<file path="src/design/per_client_gain_scaler_assert.svh">
// -----------------------------------------------------------------------------
// Assertion macros for the per-client gain scaler
// Concurrent checks clocked on i_clk and held off while i_rst_n is low.
// -----------------------------------------------------------------------------
`ifndef PER_CLIENT_GAIN_SCALER_ASSERT_SVH
`define PER_CLIENT_GAIN_SCALER_ASSERT_SVH
`ifndef SYNTHESIS
`define PCGS_ASSERT(label, prop) \
    label: assert property (@(posedge i_clk) disable iff (!i_rst_n) (prop)) \
        else $error("pcgs: property failed");
`define PCGS_ASSERT_IMPLY(label, pre, post) \
    label: assert property (@(posedge i_clk) disable iff (!i_rst_n) (pre) |-> (post)) \
        else $error("pcgs: implication failed");
`else
`define PCGS_ASSERT(label, prop)
`define PCGS_ASSERT_IMPLY(label, pre, post)
`endif
`endif

</file>
<file path="src/design/pcgs_pkg.sv">
// -----------------------------------------------------------------------------
// pcgs_pkg
// Sizes, codes and types shared by the per-client gain scaler modules.
// -----------------------------------------------------------------------------
package pcgs_pkg;

    localparam int CLIENT_SLOTS  = 2048;
    localparam int TABLE_ENTRIES = 512;
    localparam int QUEUE_DEPTH   = 2;

    localparam int MODE_W    = 2;
    localparam int CLIENT_W  = 32;
    localparam int PID_W     = 31;
    localparam int GAIN_W    = 16;
    localparam int SAMPLE_W  = 24;
    localparam int GAIN_FRAC = 15;
    localparam int PROD_W    = SAMPLE_W + GAIN_W + 1;

    localparam int SLOT_W = $clog2(CLIENT_SLOTS);
    localparam int IDX_W  = $clog2(TABLE_ENTRIES);
    localparam int CNT_W  = $clog2(TABLE_ENTRIES + 1);
    localparam int QPTR_W = (QUEUE_DEPTH > 1) ? $clog2(QUEUE_DEPTH) : 1;
    localparam int QCNT_W = $clog2(QUEUE_DEPTH + 1);

    localparam logic [GAIN_W-1:0] UNITY_GAIN = GAIN_W'(32768);

    localparam logic STATUS_DONE = 1'b0;
    localparam logic STATUS_FULL = 1'b1;

    typedef enum logic [MODE_W-1:0] {
        MODE_FRAME    = 2'd0,
        MODE_SET_GAIN = 2'd1,
        MODE_BIND     = 2'd2,
        MODE_UNBIND   = 2'd3
    } t_mode;

    typedef enum logic [2:0] {
        BK_CLEAR,
        BK_IDLE,
        BK_MAP,
        BK_SEARCH,
        BK_MUL,
        BK_EMIT
    } t_back_state;

    // A request after classification, as it waits in the queue.
    typedef struct packed {
        t_mode                mode;
        logic                 slot_ok;
        logic [SLOT_W-1:0]    slot;
        logic [PID_W-1:0]     pid;
        logic [GAIN_W-1:0]    gain;
        logic                 mute;
        logic [SAMPLE_W-1:0]  left;
        logic [SAMPLE_W-1:0]  right;
        logic                 frame_last;
    } t_cmd;

    typedef struct packed {
        logic valid;
        t_cmd cmd;
    } t_q_entry;

    typedef struct packed {
        logic                status;
        logic [SAMPLE_W-1:0] left;
        logic [SAMPLE_W-1:0] right;
        logic [GAIN_W-1:0]   gain;
        logic                frame_last;
    } t_result;

endpackage

</file>
<file path="src/design/pcgs_queue.sv">
// -----------------------------------------------------------------------------
// pcgs_queue
// Short request queue between the front end and the back end.
// -----------------------------------------------------------------------------
`include "per_client_gain_scaler_assert.svh"

module pcgs_queue import pcgs_pkg::*; (
    input  logic      i_clk,
    input  logic      i_rst_n,
    input  t_q_entry  i_push,
    input  logic      i_pop,
    output logic      o_room,
    output t_q_entry  o_head
);

    t_cmd              r_slots [QUEUE_DEPTH];
    logic [QPTR_W-1:0] r_wr_ptr;
    logic [QPTR_W-1:0] r_rd_ptr;
    logic [QCNT_W-1:0] r_fill;
    logic              push_en;
    logic              pop_en;

    assign o_room       = r_fill < QCNT_W'(QUEUE_DEPTH);
    assign push_en      = i_push.valid && o_room;
    assign pop_en       = i_pop && (r_fill != '0);
    assign o_head.valid = r_fill != '0;
    assign o_head.cmd   = r_slots[r_rd_ptr];

    always_ff @(posedge i_clk) begin
        if (!i_rst_n) begin
            r_wr_ptr <= '0;
            r_rd_ptr <= '0;
            r_fill   <= '0;
        end else begin
            if (push_en) begin
                r_wr_ptr <= (r_wr_ptr == QPTR_W'(QUEUE_DEPTH - 1)) ? '0 : r_wr_ptr + 1'b1;
            end
            if (pop_en) begin
                r_rd_ptr <= (r_rd_ptr == QPTR_W'(QUEUE_DEPTH - 1)) ? '0 : r_rd_ptr + 1'b1;
            end
            if (push_en && !pop_en) begin
                r_fill <= r_fill + 1'b1;
            end else if (pop_en && !push_en) begin
                r_fill <= r_fill - 1'b1;
            end
        end
    end

    always_ff @(posedge i_clk) begin
        if (push_en) begin
            r_slots[r_wr_ptr] <= i_push.cmd;
        end
    end

    // The back end must only take a request that is really there.
    `PCGS_ASSERT_IMPLY(a_q_pop_nonempty, i_pop, r_fill != '0)

endmodule

</file>
<file path="config.mk">
export PLATFORM = sky130hd
export DESIGN_NAME = pcgs_queue
export DESIGN_NICKNAME = d
export VERILOG_FILES = /design/src/design/pcgs_pkg.sv /design/src/design/pcgs_queue.sv
export VERILOG_INCLUDE_DIRS = /design/src /design/src/design
export SDC_FILE = /design/constraint.sdc
export NUM_CORES = 1
export LEC_CHECK = 0
export BUFFER_PORTS_ARGS = -buffer_cell sky130_fd_sc_hd__buf_2
export CORE_UTILIZATION = 50
export DETAILED_ROUTE_END_ITERATION = 6
export PLACE_DENSITY = 0.77
export SKIP_LAST_GASP = 1
export SLEW_MARGIN = 0
export SYNTH_ARGS = -nofsm -noshare
export SYNTH_HDL_FRONTEND = slang
export SYNTH_SLANG_ARGS = --single-unit
</file>
<file path="constraint.sdc">
create_clock -name i_clk -period 10.05 [get_ports i_clk]
set_clock_uncertainty 0.05 [all_clocks]
set_input_delay 1.5075 -clock i_clk [delete_from_list [all_inputs] [get_ports i_clk]]
set_output_delay 1.5075 -clock i_clk [all_outputs]
set_load 0.05 [all_outputs]
</file>
==> results of run 1 <==
[where the power goes]
group	internal (mW)	switching, mW
Combinational	0.281	0.754
Sequential	1.19	0.0571
Clock	0.416	0.322
[flip-flops by register name, summed over array words and instances (netlist names), named ones only]
register and flops:
r_fill 2, r_slots 222, r_wr_ptr 1, r_rd_ptr 1
[layer usage]
metal	up-vias	part of all wire, %
met2	175	51
met3	31	10
met1	2042	37
met4	4	2.1
li1	1946	-
met5	-	0.15
[area by class of cell]
cell class                 count  area [sq um]  share of cell area, %
sequential                   227          6770                   66.2
multi-input combinational    128          1380                   13.4
timing repair buffer         230          1160                   11.3
clock buffer                  26           587                   5.73
tap                          216           270                   2.64
clock inverter                14          65.1                  0.636
inverter                       1          3.75                 0.0367
antenna                        1          2.50                 0.0245
[kinds of logic (layout without fill, tap and decap cells)]
| group | count (synthesis) | after routing | synth area share (%) |
|---|---|---|---|
| buf+inv | 13 | 271 | 1.48 |
| flops | 227 | 227 | 81.9 |
| simple gates | 9 | 9 | 0.697 |
| other cells | 0 | 1 | 0 |
| fa+ha+maj | 1 | 1 | 0.151 |
| compound gates | 4 | 4 | 0.303 |
| mux | 111 | 111 | 15.1 |
| xor+xnor | 3 | 3 | 0.318 |
[cells in the final DEF (no fill, tap or decap), types with 2 or more instances in the layout]
cell type	n
buf_2	227
edfxtp_1	222
mux2_2	111
clkbuf_16	23
clkinv_1	9
dfxtp_1	4
and2_1	3
clkinv_2	3
clkbuf_1	3
buf_4	3
nor2b_1	2
xnor2_1	2
[through the flow]
step / cell area [sq um] / hold WS [ns]
floorplan: 8260 / 0.441
global placement: 9580 / 0.458
detailed placement: 9580 / 0.486
CTS: 10200 / 0.497
global route: 10200 / 0.546
finish: 10200 / 0.501
[worst max-delay path by stage]
stage	startpoint	to	slack (ns)
floorplan	i_push[111]	r_slots[1][0]	5.20
global placement	i_push[111]	r_slots[0][100]	6.22
detailed placement	i_push[111]	r_slots[0][59]	6.16
CTS	flip-flop	o_head[106]	5.72
global route	flip-flop	o_head[106]	5.61
finish	flip-flop	o_head[89]	5.76
[tightest hold or removal path: stages (launching register included)]
cell,delay [ns]
dfxtp_1,0.35
o21ai_0,0.09
a21boi_1,0.06
==> summary by stage, run 1 <==
Status
The run finished with clean final reports.

STA
The setup violation total in the final timing report is 0. Setup repair after global routing left no endpoint under its margin. Measured against its own limit, the worst slew margin works out to between 40% and 50%. Across all setup checks in the final design, the least slack found is around 5.8 ns. The final critical path takes up between 40% and 50% of the cycle. The number of hold violations in the final report is 0.

The worst path in the final design needs a cycle of ~4.3 ns, including I/O delays and setup. The number of slew-limit violations in the final report came to 0. The total negative slack for setup checks is 0 ns.

At the pin with the least slew margin, the transition time is approximately 0.83 ns. The maximum achievable frequency is 233 MHz.

Logic synthesis
For this run, the number of Yosys warnings is 0. The synthesized instance count is about 370. The most used standard cell by instance count after synthesis is edfxtp_1. The netlist uses 19 different library cells. In the synthesized netlist, the cells that appear most often are edfxtp_1 (222), mux2_2 (111), buf_6 (9).

After synthesis, the cell types taking the most area are edfxtp_1 (81%), mux2_2 (15%), buf_6 (1.2%), dfxtp_1 (1.2%), and2_1 (0.30%). Counting flops with an async set or reset pin after synthesis yields a share of 0%. edfxtp_1 takes more of the synthesized area than any other cell. The post-synth net total is roughly 480.

Dividing the synthesized area by the synthesized cell count gives approximately 22 sq um. Of the synthesized area, sequential elements account for between 80% and 90%. The synthesized design devotes to its leading area cell type 80.7% of total area. The area of the mapped netlist is 0.00826 sq mm. The number of enable-type register cells in the synthesized netlist is approximately 220.

The most used flip-flop cell after synthesis is edfxtp_1. The number of storage elements in the synthesis netlist is approximately 230.

Pwr
The leakage power total is between 3 and 4 nW. The total design power is just over 3 mW. The total power divided by cell area is 296 mW/mm^2. IR analysis of the VDD net gives a maximum drop of just over 0.2 mV.

Floorplanning
The total die area is 0.0170 sq mm. Once the floorplan was initialized, standard cells occupied between 50% and 60% of the core. The number of placement rows is 46. The die is between 100 and 150 microns tall.

The width of the die is about 130 microns. The core footprint is about 0.016 sq mm. Pin placement for this block handled 228 I/O pins.

Global route
The largest net degree at the start of global routing is 60. The global-route wire length before repair is approximately 21000 microns. The global-route met1 utilization is 17.4%. The number of antenna violations at the first check in global routing is 4. The number of global-route vias before repair came to between 4000 and 5000. For this run, the total global-route usage over all layers was measured as between 10% and 20%.

Global routing used between 20% and 30% of the available met2 tracks. The global routing's busiest layer is met2. The routing usage on met3 is under 10%. For this run the aggregate overflow at the end of global routing stands at 0.

Placed design
The placed instance count is 802. The worst-case setup slack after placement is around 6 ns. The detailed placement HPWL is around 9700 microns. Buffers placed on the I/O ports in this run total 227. The weighted congestion reported at the end of routability-driven placement is around 0.74.

Detailed routing
After detailed routing, the average wire length per cell comes to about 18 microns. The first TritonRoute pass finished after 4 iterations. The routed design has between 10000 and 15000 microns of wire. Dividing the detail-routed via count by the number of cells gives between 4 and 5. The remaining design rule violation count is 0. Across all layers, the routed design uses around 4200 vias. The final antenna-violating net count is 0. The number of DRC violations after detailed-routing iteration 0 is 233.

Layout
The growth of design area from synthesis to finish is 23.9%. Once layout is complete, the utilization of the core stands at roughly 64%. The number of fill cells is 1147. Cells with a size suffix above 1 make up 59.6% of the layout.

After the last flow step, the layout net total stands at between 700 and 800. The non-filler instance count after layout is around 840.

Clocking
In this run, CTS created clock tree buffers numbering 23. The longest clock path from root to sink contains 3 buffers. The number of setup buffers added after CTS is 0. The clock transition at the register clock pins on the worst setup and hold paths after CTS is around 0.060 ns. The tree is rooted in a clkbuf_16. The clock sink count is between 200 and 250. The number of hold buffers added after CTS was 0.

TritonCTS built the clock tree. CTS built an H-tree with a depth of 1. The count of cells resized by post-cts repair is 0. The later pin in the worst-skew pair is clocked with a latency of about 0.50 ns.

Critical path
In this design, the largest share of critical-path delay is due to buffers and inverters. On the worst path, the slowest cell contributes a delay of 0.80 ns. The startpoint of the lowest-slack register-to-register path is r_fill[1].

For this design, the slowest cell found on the critical path is dfxtp_4. STA classifies the critical path startpoint as a flip-flop. The signal on the critical path passes through buf_4 > mux2_2 > buf_2. At the worst endpoint, the arrival time is about 2.7 ns.

The number of cells on the worst reg-to-reg path is 3. The critical path depth in cells is 3. The type of the setup path with the least slack is reg -> out. The required time at the worst-slack endpoint is approximately 8.5 ns.

The buffer and inverter count on the worst path is 2. The capturing element type of the critical path is an output pin. Of all nets on the critical path, the largest fanout is between 50 and 60. The setup check on the worst reg-to-reg path leaves a slack of between 7 and 8 ns. The capturing point of the worst reg2reg path is r_slots[0][96].

Flow run
Across the run, the number of max-cap violations was 0.

Hold path
The end of the worst hold path is r_fill[1]. The worst hold path passes through 2 cells. The path class of the tightest hold or removal check is reg -> reg. The worst hold path begins at r_fill[1].
(Power assumes the default switching activity.)
==> run 2: changes to the inputs <==
--- a/config.mk
+++ b/config.mk
@@ -7,9 +7,9 @@
 export NUM_CORES = 1
 export LEC_CHECK = 0
 export BUFFER_PORTS_ARGS = -buffer_cell sky130_fd_sc_hd__buf_2
-export CORE_UTILIZATION = 50
+export CORE_UTILIZATION = 47
 export DETAILED_ROUTE_END_ITERATION = 6
-export PLACE_DENSITY = 0.77
+export PLACE_DENSITY = 0.76
 export SKIP_LAST_GASP = 1
 export SLEW_MARGIN = 0
 export SYNTH_ARGS = -nofsm -noshare
==> constraint.sdc (replaced) <==
create_clock -name i_clk -period 3.5 [get_ports i_clk]
set_clock_uncertainty 0.05 [all_clocks]
set_input_delay 0.525 -clock i_clk [delete_from_list [all_inputs] [get_ports i_clk]]
set_output_delay 0.525 -clock i_clk [all_outputs]
set_load 0.05 [all_outputs]
==> run 2 against run 1 <==
Effect of this change:
- wire length fell by 1.9%
- sequential share of layout area fell by 0.71 points
- first-iteration DRC count fell by 31%
- critical path type unchanged
- combinational power rose to 2.9 times the previous value
- setup slack got worse by 5.0 ns
==> summary by stage, run 2 (synthesis results as in run 1) <==
Hold path
The class of the tightest hold or removal check is in -> reg. The cell depth of the worst min-delay path is 1.

Floorplanning
The die is ~130 microns wide. During I/O placement, the number of pins put on the boundary was between 200 and 250. In this run the core area contains 48 standard-cell rows.

Once the floorplan was initialized, standard cells occupied 47.9% of the core. The floorplan step defined a die boundary enclosing about 0.018 sq mm. The chip height is ~130 microns. After floorplanning, the core was sized to cover 0.0172 sq mm.

Layout
The most common cell after layout, fill and taps aside is buf_2. The non-filler instance count after layout is between 800 and 900. 0 antenna diodes ended up in the layout. The register with the most flip-flops in the layout has ~220 of them. For this run, the post-layout net count is 730. r_slots holds more flip-flops than any other register.

The growth of design area from synthesis to finish is 25.2%. Of the cells placed in the final design, the portion with a size suffix greater than 1 is between 60% and 70%. The largest registers in the layout are r_slots x222, r_fill x2. The library cells used most frequently in the layout, excluding fill and tap cells, are buf_2 (227), edfxtp_1 (222), mux2_2 (111), clkbuf_16 (23), clkbuf_1 (8).

Clocking
The number of CTS-inserted buffers is 23. The number of buffers inserted for hold repair after clock tree synthesis is 0. The number of setup buffers added after CTS is 0. Clock tree synthesis selected as its root buffer the cell clkbuf_16. In this run the number of H-tree levels came out at 1. The clock sink count is approximately 230. The clock tree from TritonCTS is built. No sink is reached through more buffers than the 3 on the longest clock path. For the worst-skew pair, the clock arrives at the later sink with an insertion delay of about 0.49 ns. After clock tree synthesis, the repair step resized 0 gates. After clock tree synthesis, the clock-pin slew on the worst setup and hold paths is around 0.06 ns.

Critical path
Of all nets on the critical path, the largest fanout is 33. The capturing element type of the critical path is an output pin. The critical path goes through buf_4 > mux2_2 > buf_2. The arrival time of data at the critical path endpoint is about 2.1 ns. The critical path depth in cells is 3. The number of cells on the worst reg-to-reg path is 3. In this design, the stage delay of the slowest critical-path cell is 0.63 ns. The setup check on the worst reg-to-reg path leaves a slack of approximately 1.6 ns. The type of the setup path with the least slack is reg -> out. Counting both buffers and inverters, the worst setup path holds a total of 2.

The kind of start point of the critical path is a flip-flop. The slowest stage cell on the critical path is dfxtp_4. The required time at the worst-slack endpoint is approximately 3 ns. In this design, the largest share of critical-path delay is due to flip-flops.

Detailed routing
For this block, the initial DRC count from the detailed router was 161. The remaining design rule violation count is 0. Across all layers, the routed design uses about 4200 vias.

The final antenna-violating net count is 0. The mean number of vias per cell is slightly below 5. The final routed wirelength across all metal layers is roughly 15000 microns. The number of optimization iterations in the first detailed-route pass is 4. Dividing the detail-routed wire length by the instance count gives 17.0 microns.

Global route
The global-route track usage on met2 is 28.0%. The routing usage on met3 is under 10%. Summed over all layers, the global routing overflow is 0.

Global routing consumed, over all layers together, ~15% of the routing resources. The number of global-route vias before repair is between 4000 and 5000. The global routing's busiest layer is met2. The first global-routing pass estimated 21700 microns of wire. The global-route met1 utilization is 17.7%. The number of antenna violations at the first check in global routing is 1. Entering global routing, the biggest net connects between 60 and 70 pins.

STA
The final cycle utilization of the critical path is 77.5%. Hold timing on the final database bottoms out at a slack of about 0.16 ns. Measured against its own limit, the worst slew margin works out to between 60 and 70%. The number of slew-limit violations in the final report is 0.

The shortest clock period the worst path allows after layout is around 2.7 ns. For the pin with the worst max-slew slack, the measured transition is 0.526 ns. Setup repair after global routing left no endpoint under its margin.

The total negative slack for setup checks is 0 ns. The number of hold violations in the final report is 0. The setup violation total in the final timing report is 0. Derived from the worst setup path, the maximum achievable clock frequency is around 370 MHz.

Placed design
The detailed placement HPWL is a little under 10000 microns. Once placement completed, the tool counted placed cells totaling 814. Routability-driven placement finished with a final weighted congestion of approximately 0.77. Port buffering added about 230 buffers.

Pwr
The leakage power total is just under 4 nW. The maximum ir drop on the vdd rail is between 0.5 and 0.6 mV. Dividing total power by cell area gives a power density of approximately 850 mW/mm^2. The completed layout was analyzed and its total power is 8.82 mW.

Flow run
The tool flagged a number of max-cap violations equal to 0.

Status
The flow ran to the end, and the final reports show no timing, DRC or antenna violations.
## run 2: cell count changes in the layout (fill, tap and decap cells not counted), sizes merged
cell / previous run / this run
diode: 1 / 0
clkinvlp: 1 / 0
bufinv: 0 / 1
clkbuf: 26 / 31
clkinv: 12 / 8
inv: 2 / 3
buf: 230 / 233
## run 2: worst reg2reg max path, cell delays in order, from the launching register on
cell     delay, ns
dfxtp_1       0.34
nor2b_1       0.25
and2_4        0.47
buf_4         0.46
## run 2: path summary, 6_finish.rpt
path / start / to
setup / recovery: flip-flop / o_head[82]
hold / removal: i_push[78] / r_slots[0][78]
setup reg to reg: r_fill[1] / r_slots[1][46]
hold reg to reg: r_fill[1] / r_fill[1]
## run 2: per-layer routing
metal	wire (microns)	part of all wire (%)	vias to the layer above
li1	-	-	1960
met1	5570	38	2016
met2	7490	52	165
met3	1220	8.4	25
met4	248	1.7	2
met5	10	0.069	-
## run 2: area by class of cell
type / count / area, sq um
Tap cell: 225 / 282
Timing Repair Buffer: 233 / 1220
Multi-Input combinational cell: 128 / 1380
Sequential cell: 227 / 6770
Inverter: 1 / 3.75
Fill cell: 1297 / 6890
Clock buffer: 31 / 606
Clock inverter: 11 / 88.8
## run 2: per-stage QoR
step | util (%) | setup slack [ns] | cell area, sq um
3_5_place_dp | 56.0 | 1.28 | 9650
4_1_cts | 60.0 | 0.743 | 10300
2_1_floorplan | - | 0.863 | 8260
3_3_place_gp | 56.0 | 1.32 | 9650
6_report | 60.0 | 0.787 | 10300
5_1_grt | 60.0 | 0.674 | 10300
## run 2: power by group
part	total, mW	internal [mW]	switching, mW	leakage [nW]
Combinational	3.02	0.840	2.18	1.39
Clock	2.24	1.30	0.941	0.347
Sequential	3.56	3.42	0.138	2.11
