<file path="src/design/per_client_gain_scaler_assert.svh">
// -----------------------------------------------------------------------------
// Assertion macros for the per-client gain scaler
// Concurrent checks clocked on i_clk and held off while i_rst_n is low.
// -----------------------------------------------------------------------------
`ifndef PER_CLIENT_GAIN_SCALER_ASSERT_SVH
`define PER_CLIENT_GAIN_SCALER_ASSERT_SVH
`ifndef SYNTHESIS
`define PCGS_ASSERT(label, prop) \
    label: assert property (@(posedge i_clk) disable iff (!i_rst_n) (prop)) \
        else $error("pcgs: property failed");
`define PCGS_ASSERT_IMPLY(label, pre, post) \
    label: assert property (@(posedge i_clk) disable iff (!i_rst_n) (pre) |-> (post)) \
        else $error("pcgs: implication failed");
`else
`define PCGS_ASSERT(label, prop)
`define PCGS_ASSERT_IMPLY(label, pre, post)
`endif
`endif

</file>
<file path="src/design/pcgs_pkg.sv">
// -----------------------------------------------------------------------------
// pcgs_pkg
// Sizes, codes and types shared by the per-client gain scaler modules.
// -----------------------------------------------------------------------------
package pcgs_pkg;

    localparam int CLIENT_SLOTS  = 2048;
    localparam int TABLE_ENTRIES = 512;
    localparam int QUEUE_DEPTH   = 2;

    localparam int MODE_W    = 2;
    localparam int CLIENT_W  = 32;
    localparam int PID_W     = 31;
    localparam int GAIN_W    = 16;
    localparam int SAMPLE_W  = 24;
    localparam int GAIN_FRAC = 15;
    localparam int PROD_W    = SAMPLE_W + GAIN_W + 1;

    localparam int SLOT_W = $clog2(CLIENT_SLOTS);
    localparam int IDX_W  = $clog2(TABLE_ENTRIES);
    localparam int CNT_W  = $clog2(TABLE_ENTRIES + 1);
    localparam int QPTR_W = (QUEUE_DEPTH > 1) ? $clog2(QUEUE_DEPTH) : 1;
    localparam int QCNT_W = $clog2(QUEUE_DEPTH + 1);

    localparam logic [GAIN_W-1:0] UNITY_GAIN = GAIN_W'(32768);

    localparam logic STATUS_DONE = 1'b0;
    localparam logic STATUS_FULL = 1'b1;

    typedef enum logic [MODE_W-1:0] {
        MODE_FRAME    = 2'd0,
        MODE_SET_GAIN = 2'd1,
        MODE_BIND     = 2'd2,
        MODE_UNBIND   = 2'd3
    } t_mode;

    typedef enum logic [2:0] {
        BK_CLEAR,
        BK_IDLE,
        BK_MAP,
        BK_SEARCH,
        BK_MUL,
        BK_EMIT
    } t_back_state;

    // A request after classification, as it waits in the queue.
    typedef struct packed {
        t_mode                mode;
        logic                 slot_ok;
        logic [SLOT_W-1:0]    slot;
        logic [PID_W-1:0]     pid;
        logic [GAIN_W-1:0]    gain;
        logic                 mute;
        logic [SAMPLE_W-1:0]  left;
        logic [SAMPLE_W-1:0]  right;
        logic                 frame_last;
    } t_cmd;

    typedef struct packed {
        logic valid;
        t_cmd cmd;
    } t_q_entry;

    typedef struct packed {
        logic                status;
        logic [SAMPLE_W-1:0] left;
        logic [SAMPLE_W-1:0] right;
        logic [GAIN_W-1:0]   gain;
        logic                frame_last;
    } t_result;

endpackage

</file>
<file path="src/design/pcgs_in_if.sv">
// -----------------------------------------------------------------------------
// pcgs_in_if
// Request channel of the gain scaler: valid, ready and the request fields.
// -----------------------------------------------------------------------------
interface pcgs_in_if import pcgs_pkg::*; ();

    logic                valid;
    logic                ready;
    logic [MODE_W-1:0]   mode;
    logic [CLIENT_W-1:0] client_id;
    logic [PID_W-1:0]    pid;
    logic [GAIN_W-1:0]   gain;
    logic                mute;
    logic signed [SAMPLE_W-1:0] left_in;
    logic signed [SAMPLE_W-1:0] right_in;
    logic                frame_last;

    modport source (
        output valid, mode, client_id, pid, gain, mute, left_in, right_in, frame_last,
        input  ready
    );

    modport sink (
        input  valid, mode, client_id, pid, gain, mute, left_in, right_in, frame_last,
        output ready
    );

endinterface

</file>
<file path="src/design/pcgs_front.sv">
// -----------------------------------------------------------------------------
// pcgs_front
// Accepts requests, checks the client slot range, saturates the gain and
// holds the classified request in a register until the queue takes it.
// -----------------------------------------------------------------------------
module pcgs_front import pcgs_pkg::*; (
    input  logic       i_clk,
    input  logic       i_rst_n,
    pcgs_in_if.sink    i_in,
    input  logic       i_q_room,
    input  logic       i_hold,
    output t_q_entry   o_push
);

    logic r_valid;
    t_cmd r_cmd;
    t_cmd n_cmd;
    logic take;

    // Nothing is taken while the back end is still clearing the client map.
    assign i_in.ready = (!r_valid || i_q_room) && !i_hold;
    assign take       = i_in.valid && i_in.ready;

    always_comb begin
        n_cmd            = r_cmd;
        n_cmd.mode       = t_mode'(i_in.mode);
        n_cmd.slot_ok    = i_in.client_id < CLIENT_W'(CLIENT_SLOTS);
        n_cmd.slot       = i_in.client_id[SLOT_W-1:0];
        n_cmd.pid        = i_in.pid;
        n_cmd.gain       = (i_in.gain > UNITY_GAIN) ? UNITY_GAIN : i_in.gain;
        n_cmd.mute       = i_in.mute;
        n_cmd.left       = i_in.left_in;
        n_cmd.right      = i_in.right_in;
        n_cmd.frame_last = i_in.frame_last;
    end

    always_ff @(posedge i_clk) begin
        if (!i_rst_n) begin
            r_valid <= 1'b0;
        end else if (take) begin
            r_valid <= 1'b1;
        end else if (i_q_room) begin
            r_valid <= 1'b0;
        end
    end

    always_ff @(posedge i_clk) begin
        if (take) begin
            r_cmd <= n_cmd;
        end
    end

    assign o_push.valid = r_valid;
    assign o_push.cmd   = r_cmd;

endmodule

</file>
<file path="src/flat_wrapper.sv">
// flat-port wrapper written by rule: the top's interface ports become plain ports
module pcgs_front_flat import pcgs_pkg::*;
  (i_clk, i_rst_n, i_q_room, i_hold, o_push, i_in_valid, i_in_mode, i_in_client_id, i_in_pid, i_in_gain, i_in_mute, i_in_left_in, i_in_right_in, i_in_frame_last, i_in_ready);
  pcgs_in_if i_in_i ();
  input  logic i_clk;
  input  logic i_rst_n;
  input  logic i_q_room;
  input  logic i_hold;
  output t_q_entry o_push;
  input wire logic [$bits(i_in_i.valid)-1:0] i_in_valid;
  input wire logic [$bits(i_in_i.mode)-1:0] i_in_mode;
  input wire logic [$bits(i_in_i.client_id)-1:0] i_in_client_id;
  input wire logic [$bits(i_in_i.pid)-1:0] i_in_pid;
  input wire logic [$bits(i_in_i.gain)-1:0] i_in_gain;
  input wire logic [$bits(i_in_i.mute)-1:0] i_in_mute;
  input wire logic [$bits(i_in_i.left_in)-1:0] i_in_left_in;
  input wire logic [$bits(i_in_i.right_in)-1:0] i_in_right_in;
  input wire logic [$bits(i_in_i.frame_last)-1:0] i_in_frame_last;
  output wire logic [$bits(i_in_i.ready)-1:0] i_in_ready;
  assign i_in_i.valid = i_in_valid;
  assign i_in_i.mode = i_in_mode;
  assign i_in_i.client_id = i_in_client_id;
  assign i_in_i.pid = i_in_pid;
  assign i_in_i.gain = i_in_gain;
  assign i_in_i.mute = i_in_mute;
  assign i_in_i.left_in = i_in_left_in;
  assign i_in_i.right_in = i_in_right_in;
  assign i_in_i.frame_last = i_in_frame_last;
  assign i_in_ready = i_in_i.ready;
  pcgs_front u_core (.i_clk(i_clk), .i_rst_n(i_rst_n), .i_in(i_in_i), .i_q_room(i_q_room), .i_hold(i_hold), .o_push(o_push));
endmodule
</file>
<file path="config.mk">
export PLATFORM = sky130hd
export DESIGN_NAME = pcgs_front_flat
export DESIGN_NICKNAME = d
export VERILOG_FILES = /design/src/design/per_client_gain_scaler_assert.svh /design/src/design/pcgs_pkg.sv /design/src/design/pcgs_in_if.sv /design/src/design/pcgs_front.sv /design/src/flat_wrapper.sv
export SDC_FILE = /design/constraint.sdc
export NUM_CORES = 1
export LEC_CHECK = 0
export BUFFER_PORTS_ARGS = -buffer_cell sky130_fd_sc_hd__buf_2
export CORE_MARGIN = 4
export CORE_UTILIZATION = 44
export DETAILED_ROUTE_END_ITERATION = 10
export GPL_ROUTABILITY_DRIVEN = 0
export PLACE_DENSITY = 0.89
export SLEW_MARGIN = 25
export SYNTH_ARGS = -nofsm -noshare
export SYNTH_HDL_FRONTEND = slang
export SYNTH_SLANG_ARGS = --single-unit
export TNS_END_PERCENT = 1
</file>
<file path="constraint.sdc">
create_clock -name i_clk -period 10.7 [get_ports i_clk]
set_clock_uncertainty 0.05 [all_clocks]
set_input_delay 1.605 -clock i_clk [delete_from_list [all_inputs] [get_ports i_clk]]
set_output_delay 1.605 -clock i_clk [all_outputs]
set_load 0.05 [all_outputs]
</file>
==> results of run 1 <==
## critical path, delay by kind of cell
| kind | cells | cell delay (ps) |
|---|---|---|
| buffers and inverters | 2 | 310 |
| and+or+nand+nor | 2 | 280 |
## registers in the layout (all words and copies together) (netlist names)
signal          flops
u_core.r_valid      1
u_core.o_push     111
## per-layer routing
metal	vias up	global-route usage [%]
met4	0	6.816
met3	12	6.929
met5	-	0
met2	159	33.82
met1	1072	17.10
li1	1072	-
## synthesized netlist by cell type
cell and n:
nor2b_1 16, edfxtp_1 111, nor2_1 2, nand4_1 1, nor4_2 1, dfxtp_1 1, nor4_1 3, or4_4 1
a21boi_0 1, buf_4 1, nand2b_1 2, nor3_1 1, clkbuf_1 2
## logic make-up after synthesis
logic type | Yosys count | synth area share [%]
DFF | 112 | 94.47
and+or+nand+nor | 27 | 4.900
buffers and inverters | 3 | 0.4231
AOI/OAI and AO/OA | 1 | 0.2116
## final timing paths
path / start / to / cells past startpoint
worst max-delay path: i_q_room / i_in_ready / 4
worst min-delay path: u_core.r_valid / u_core.r_valid / 2
worst max register to register: u_core.r_valid / u_core.o_push[104] / 3
worst min register to register: u_core.r_valid / u_core.r_valid / 2
## power groups by stage
| stage | combinational [W] | clock, W | sequential [W] |
|---|---|---|---|
| after floorplan | 0.0000117 | 0 | 0.000587 |
| after global routing | 0.000126 | 0.000301 | 0.000511 |
| after global placement | 0.000118 | 0 | 0.000519 |
| final | 0.000120 | 0.000271 | 0.000509 |
| after CTS | 0.000121 | 0.000280 | 0.000510 |
| after detailed placement | 0.000121 | 0 | 0.000520 |
## area by class of cell
class | instances | area, µm²
fill | 578 | 2618
clock inverter | 6 | 100.1
timing repair buffer | 249 | 1252
multi-input combinational | 28 | 188.9
sequential | 112 | 3353
clock buffer | 10 | 127.6
tap | 102 | 127.6
## layout by cell type, fill, tap and decap left out
master / count
nand2b_1: 2
a21boi_0: 1
nor2_4: 1
inv_8: 2
clkbuf_1: 1
nand4_1: 1
clkinv_4: 2
nor4_2: 1
bufinv_16: 2
nor2b_1: 16
nor3_1: 1
or4_4: 1
clkbuf_8: 9
edfxtp_1: 111
dfxtp_1: 1
nor2_1: 1
nor4_1: 3
buf_6: 1
buf_2: 248
## through the flow
step / instances / hold slack (ps) / cell area [µm²] / setup slack (ps)
floorplan: 143 / 412.3 / 3550 / 3695
global placement: 491 / 424.9 / 4918 / 6837
detailed placement: 491 / 468.9 / 4918 / 6845
CTS: 507 / 486.0 / 5146 / 6839
global route: 507 / 493.0 / 5150 / 6806
finish: 507 / 477.2 / 5150 / 6838
==> run metrics, run 1 <==
status finished clean; metal3 WL 1004 µm; Initial DRC Count 85; # hold bufs at CTS 0; post-synthesis cell type count 13; grt ovf 0; Post-Syn Area per Cell 24.82 µm²; Die Span X 97.82 µm; DR WL/cell 16.83 µm; GRT Resource Usage Total 17.82%; H-tree levels 3; DR WL met2 4741 µm; flop and latch count out of synthesis 112; P&R area growth vs syn 45.08%; top sig layer met4; WL final 8532 µm; kind of critical path primary input to output pin; Sw Share 25.33%; die area about 9600 µm²; clk_lat worst skew 350 ps; post-synthesis cell area around 3500 µm²; Initial DRT Pass Iterations 6; post-CTS setup buffers 0; DRC Markers 0; Pwr Density 174.8 nW/µm²; peak supply drop 0.00009052 V; initial antenna violation count 0; WL met1 2655 µm; Setup violations, final 0; register area share after synthesis approximately 94%; share of layout cells above drive strength 1 65.93%; CTS Root Cell clkbuf_8; DIE HEIGHT roughly 100 µm; setup TNS 0 ps; Clk pwr share 30.1%; Syn. warnings 0; Vias 2315; cell mode on critical path buf_2; Tcrit/Tclk final between 30% and 40%; Slew headroom 47.69%; Critical Path RT 9050 ps; synthesized net count ~280; Post-Synthesis Cells 143; Yosys top cell area share 93.90%; I/O Pins roughly 250; Reg2Reg Setup Slack between 8000 and 9000 ps; number of global-route vias before repair 2477; nets 536; pin count of the biggest net entering global routing 92; row cnt 32; min Tclk post-route just under 4000 ps; LEAKAGE 2.197 nW; CP endpoint kind output pin; Switch Pwr ~0.00023 W; Core Footprint 7767 µm²; Internal roughly 0.00067 W; Power, Total 0.0009003 W; vias per std cell 4.566; Slowest-stage cell, CP nor2b_1; crit-path cells buf_2 > nor2b_1 > nor2_1 > buf_2; Worst-Margin Slew 784.6 ps; logic gate share of total power 13.3%; CP startpoint kind primary input; first-pass GRT wire length 12920 µm; Starting Density 45.70%; Crit Path Max Fanout 2; unrepaired setup endpoints after global routing no; PortBufs approximately 250; Hold Fails Final Rpt 0; CTS Buf Count 9; CTS resizes 0; final core occ 66.30%; max cap viols 0; CP Data Arrival Time 2210 ps; CTS tree yes; ANT cells 0; Hold Path Class flop to flop; largest area contributor in the netlist edfxtp_1; Clock Tree Buf Depth 2; clk sinks 112; clock-pin transition on the worst setup and hold timing paths 90 ps; Seq pwr share 56.6%; CP max stage delay ~220 ps; Routed Antenna Nets 0; achievable frequency approximately 260 MHz; Area contributors post-synth edfxtp_1 94%, nor2b_1 2.8%, dfxtp_1 0.56%, nor4_1 0.53%, nand2b_1 0.35%; Slew Viols, Final 0
Note: power is estimated with default switching activity, not from simulation.
==> run 2: changes to the inputs <==
--- a/config.mk
+++ b/config.mk
@@ -7,10 +7,10 @@
 export LEC_CHECK = 0
 export BUFFER_PORTS_ARGS = -buffer_cell sky130_fd_sc_hd__buf_2
 export CORE_MARGIN = 4
-export CORE_UTILIZATION = 44
+export CORE_UTILIZATION = 37
 export DETAILED_ROUTE_END_ITERATION = 10
 export GPL_ROUTABILITY_DRIVEN = 0
-export PLACE_DENSITY = 0.89
+export PLACE_DENSITY = 0.8
 export SLEW_MARGIN = 25
 export SYNTH_ARGS = -nofsm -noshare
 export SYNTH_HDL_FRONTEND = slang
==> constraint.sdc (replaced) <==
create_clock -name i_clk -period 3.5 [get_ports i_clk]
set_clock_uncertainty 0.05 [all_clocks]
set_input_delay 0.525 -clock i_clk [delete_from_list [all_inputs] [get_ports i_clk]]
set_output_delay 0.525 -clock i_clk [all_outputs]
set_load 0.05 [all_outputs]
==> run 2 against run 1 <==
Cell count is 5.7% higher. Clock power grew to 2.5 times the previous value. Die area grew 17%. Largest cell class unchanged. Power rose to 2.9 times the previous value. Global-route usage fell by 3.5 points. Sequential share of layout area shrank 0.35 points. First-iteration DRC count is 2.4% higher.
==> run metrics, run 2 (synthesis results as in run 1) <==
CP endpoint kind flop; CP startpoint kind flop; fin area 5177 µm²; Crit. Startpoint u_core.r_valid; Crit Path Max Fanout 27; Largest register FFs between 100 and 150; LEAKAGE 2.185 nW; commonest non-fill, non-tap cell in the layout buf_2; hold path startpoint i_in_left_in[15]; Die Span X 105.9 µm; Hold Fails Final Rpt 0; die area approximately 11000 µm²; nets 539; post-CTS setup buffers 0; WL final 8475 µm; share of layout cells above drive strength 1 66.34%; Critical Path RT 3500 ps; kind of critical path flop to flop; clk_lat worst skew 350 ps; setup TNS 0 ps; GRT Resource Usage Total about 14%; fill cell count 796; unrepaired setup endpoints after global routing no; Vias around 2300; Initial DRT Pass Iterations 4; Slew Viols, Final 0; CTS Root Cell clkbuf_8; area post-placement 5000 µm²; CTS Buf Count 9; pin count of the biggest net entering global routing 34; Routed Antenna Nets 0; DIE HEIGHT 105.9 µm; row cnt 35; min Tclk post-route 1867 ps; I/O Pins 249; Crit Reg-Reg Startpoint u_core.r_valid; Hold Path Class primary input to flop; clk sinks roughly 110; DR WL/cell 15.81 µm; first-pass GRT wire length 12070 µm; DP HPWL 7048 µm; number of global-route vias before repair 2320; P&R area growth vs syn 45.86%; Tcrit/Tclk final 53.33%; Slew headroom between 40% and 50%; DRC Markers 0; vias per std cell 4.295; Pwr Density slightly above 500 nW/µm²; Reg area 3353 µm²; most frequent cells in the layout 248 x buf_2, 111 x edfxtp_1, 16 x nor2b_1, 9 x clkbuf_8; Initial DRC Count 87; grt ovf 0; PortBufs around 250; Core Footprint 9284 µm²; status finished clean; clock-pin transition on the worst setup and hold timing paths 100 ps; Clock Tree Buf Depth 2; Worst-Margin Slew 815.3 ps; initial antenna violation count 0; CTS resizes 0; Setup violations, final 0; # hold bufs at CTS 0; multi-input logic area 188.9 µm²; achievable frequency 535.8 MHz; ANT cells 0; max cap viols 0; peak supply drop 0.0002520 V; Starting Density a little under two fifths; CTS tree yes; H-tree levels 3; CP Data Arrival Time 1860 ps
## run 2: changes by cell type in the layout (fill, tap and decap cells not counted)
| cell | delta |
|---|---|
| buf_12 | +2 |
| buf_4 | +2 |
| buf_6 | -1 |
| bufinv_16 | -2 |
| clkbuf_1 | -1 |
| clkinv_4 | -1 |
| clkinvlp_4 | +3 |
## run 2: routing by layer
layer / global-route usage (%) / vias up / share of wire (%)
met5: 0 / - / 0
met4: 6.290 / 0 / 1.9
met2: 26.46 / 129 / 55
met1: 14.32 / 1086 / 33
li1: - / 1075 / -
met3: 5.222 / 12 / 10
## run 2: where the power goes
part           internal, W  switching, W  total (W)
Sequential         0.00154     0.0000132    0.00156
Clock             0.000266      0.000413   0.000679
Combinational     0.000101      0.000271   0.000372
Total              0.00191      0.000697    0.00261
## run 2: final timing paths
| kind | depth (start not counted) | endpoint | slack (ps) |
|---|---|---|---|
| worst max-delay path | 3 | u_core.o_push[61] | 1630 |
| worst min-delay path | 1 | u_core.o_push[40] | 290 |
| worst max register to register | 3 | u_core.o_push[61] | 1630 |
| worst min register to register | 2 | u_core.r_valid | 460 |
## run 2: layout make-up
cell class / instances / area share, %
sequential: 112 / 64.77
clock inverter: 6 / 1.039
multi-input combinational: 28 / 3.649
tap: 129 / 3.117
clock buffer: 9 / 2.392
timing repair buffer: 252 / 25.04
## run 2: worst max-delay path, stage by stage, from the launching register on
cell and delay (ps):
dfxtp_1 330, nor2b_1 160, nor2_4 650, buf_4 360
## run 2: metrics by stage
stage	hold slack [ps]	utilization (%)	std cells	total power, W	worst slack, ps
after floorplan	412.3	-	143	0.001823	688.7
after global placement	423.4	53.85	521	0.001955	1366
after detailed placement	450.2	53.85	521	0.001964	1289
after CTS	258.8	55.77	536	0.002647	1605
after global routing	252.4	55.77	536	0.002725	1485
final	289.3	55.77	536	0.002607	1633
==> run 3: changes to the inputs <==
==> constraint.sdc (replaced) <==
create_clock -name i_clk -period 1.6 [get_ports i_clk]
set_clock_uncertainty 0.05 [all_clocks]
set_input_delay 0.24 -clock i_clk [delete_from_list [all_inputs] [get_ports i_clk]]
set_output_delay 0.24 -clock i_clk [all_outputs]
set_load 0.05 [all_outputs]
==> run 3 against run 2 <==
Worst hold slack got worse by 260 ps. First-iteration DRC count rose by 46%. Critical path type is now flop to output pin. Critical endpoint is now i_in_ready. Final area increased by 18%. Clock power rose by 150%. Utilization up 10 points. Sequential power increased by 120%. Sequential share of layout area fell by 10 points. Cell count up 17%. Worst setup slack got worse by 1500 ps. Count of clock-buffer cells in the layout is 1 higher.
==> run metrics, run 3 (synthesis results as in run 1) <==
status finished clean; initial antenna violation count 0; first-pass GRT wire length between 15000 and 20000 µm; min Tclk post-route 1460 ps; ANT cells 0; Sw Share 26.46%; Core Footprint 9284 µm²; Routed Antenna Nets 0; hold path startpoint i_in_pid[21]; DR WL/cell between 15 and 20 µm; post-CTS setup buffers 0; max cap viols 0; hold slack final 27.50 ps; crit-path cells nor2b_4 > nor2_1 > buf_2; grt ovf 0; Crit path max-delay family flip-flops; clock-pin transition on the worst setup and hold timing paths 100 ps; Buf/Inv on CP 1; Initial DRC Count 127; clk sinks 112; peak supply drop between 0.0004 and 0.0005 V; Seq pwr share 55.8%; Critical Path RT 1310 ps; P&R area growth vs syn 72.47%; fin area 6122 µm²; # hold bufs at CTS 85; CP max stage delay 340 ps; share of layout cells above drive strength 1 54.42%; DP HPWL 6825 µm; H-tree levels 3; PortBufs 248; I/O Pins 249; Crit Path Max Fanout 3; Hold Path Class primary input to flop; vias per std cell between 4 and 5; CP Data Arrival Time ~1200 ps; Hold Fails Final Rpt 0; Setup violations, final 0; area post-placement 5007 µm²; CTS Root Cell clkbuf_8; Largest register FFs 111; kind of critical path flop to output pin; CP endpoint kind output pin; CTS Buf Count 9; Vias 2711; WL final between 10000 and 15000 µm; Worst-Margin Slew 304.0 ps; unrepaired setup endpoints after global routing no; CTS tree yes; clk_lat worst skew 350 ps; number of global-route vias before repair 2955; Die Span X around 110 µm; pin count of the biggest net entering global routing between 40 and 50; Slew Viols, Final 0; CP startpoint kind flop; achievable frequency 685.0 MHz; Initial DRT Pass Iterations 4; GRT Resource Usage Total 18.77%; Tcrit/Tclk final 91.24%; Crit Reg-Reg Startpoint u_core.r_valid; row cnt 35; logic gate share of total power between 15 and 20%; Slowest-stage cell, CP dfxtp_1; commonest non-fill, non-tap cell in the layout buf_2; Starting Density 38.23%; DIE HEIGHT 105.9 µm; nets 629; Slew headroom 79.55%; Clk pwr share 27.7%; Clock Tree Buf Depth 2; LEAKAGE approximately 2.6 nW; Pwr Density approximately 1000 nW/µm²; CTS resizes 0; most frequent cells in the layout 248 x buf_2, 111 x edfxtp_1, 91 x dlygate4sd3_1, 15 x nor2b_1, 9 x clkbuf_8; die area 11220 µm²; Crit. Startpoint u_core.r_valid; DRC Markers 0; Internal 0.004496 W; Switch Pwr about 0.0016 W
[run 3: final cells by class]
| class | count | area, µm² |
|---|---|---|
| fill | 678 | 3162 |
| clock inverter | 6 | 76.32 |
| clock buffer | 10 | 127.6 |
| sequential | 112 | 3353 |
| multi-input combinational | 28 | 203.9 |
| tap | 129 | 161.4 |
| timing repair buffer | 342 | 2200 |
[run 3: worst paths after layout]
kind / end / slack (ps) / depth (start not counted)
setup reg to reg: u_core.o_push[78] / 220 / 3
hold / removal: u_core.o_push[87] / 30 / 1
hold reg to reg: u_core.r_valid / 460 / 2
setup / recovery: i_in_ready / 140 / 3
[run 3: metal layers]
layer / track usage, % / vias up / share of wire (%)
met2: 36.89 / 143 / 58
met5: 0 / - / 0
li1: - / 1259 / -
met4: 6.475 / 0 / 1.9
met1: 18.18 / 1295 / 34
met3: 5.950 / 14 / 6.7
[run 3: stage by stage]
stage	util [%]	total power, W	std cells	setup WS (ps)	setup TNS (ps)
4_1_cts	65.30	0.006141	621	101.3	0
6_report	65.94	0.006113	627	140.1	0
2_1_floorplan	-	0.003990	143	-925.1	-102690
5_1_grt	65.94	0.006343	627	47.10	0
3_3_place_gp	53.94	0.004273	520	207.5	0
3_5_place_dp	53.94	0.004296	520	160.9	0
[run 3: power by group through the flow]
stage	Clock [W]	Sequential, W	Combinational (W)
after floorplan	0	0.00391	0.0000831
after detailed placement	0	0.00347	0.000824
after CTS	0.00175	0.00341	0.000989
final	0.00169	0.00341	0.00101
after global routing	0.00187	0.00342	0.00106
after global placement	0	0.00347	0.000807
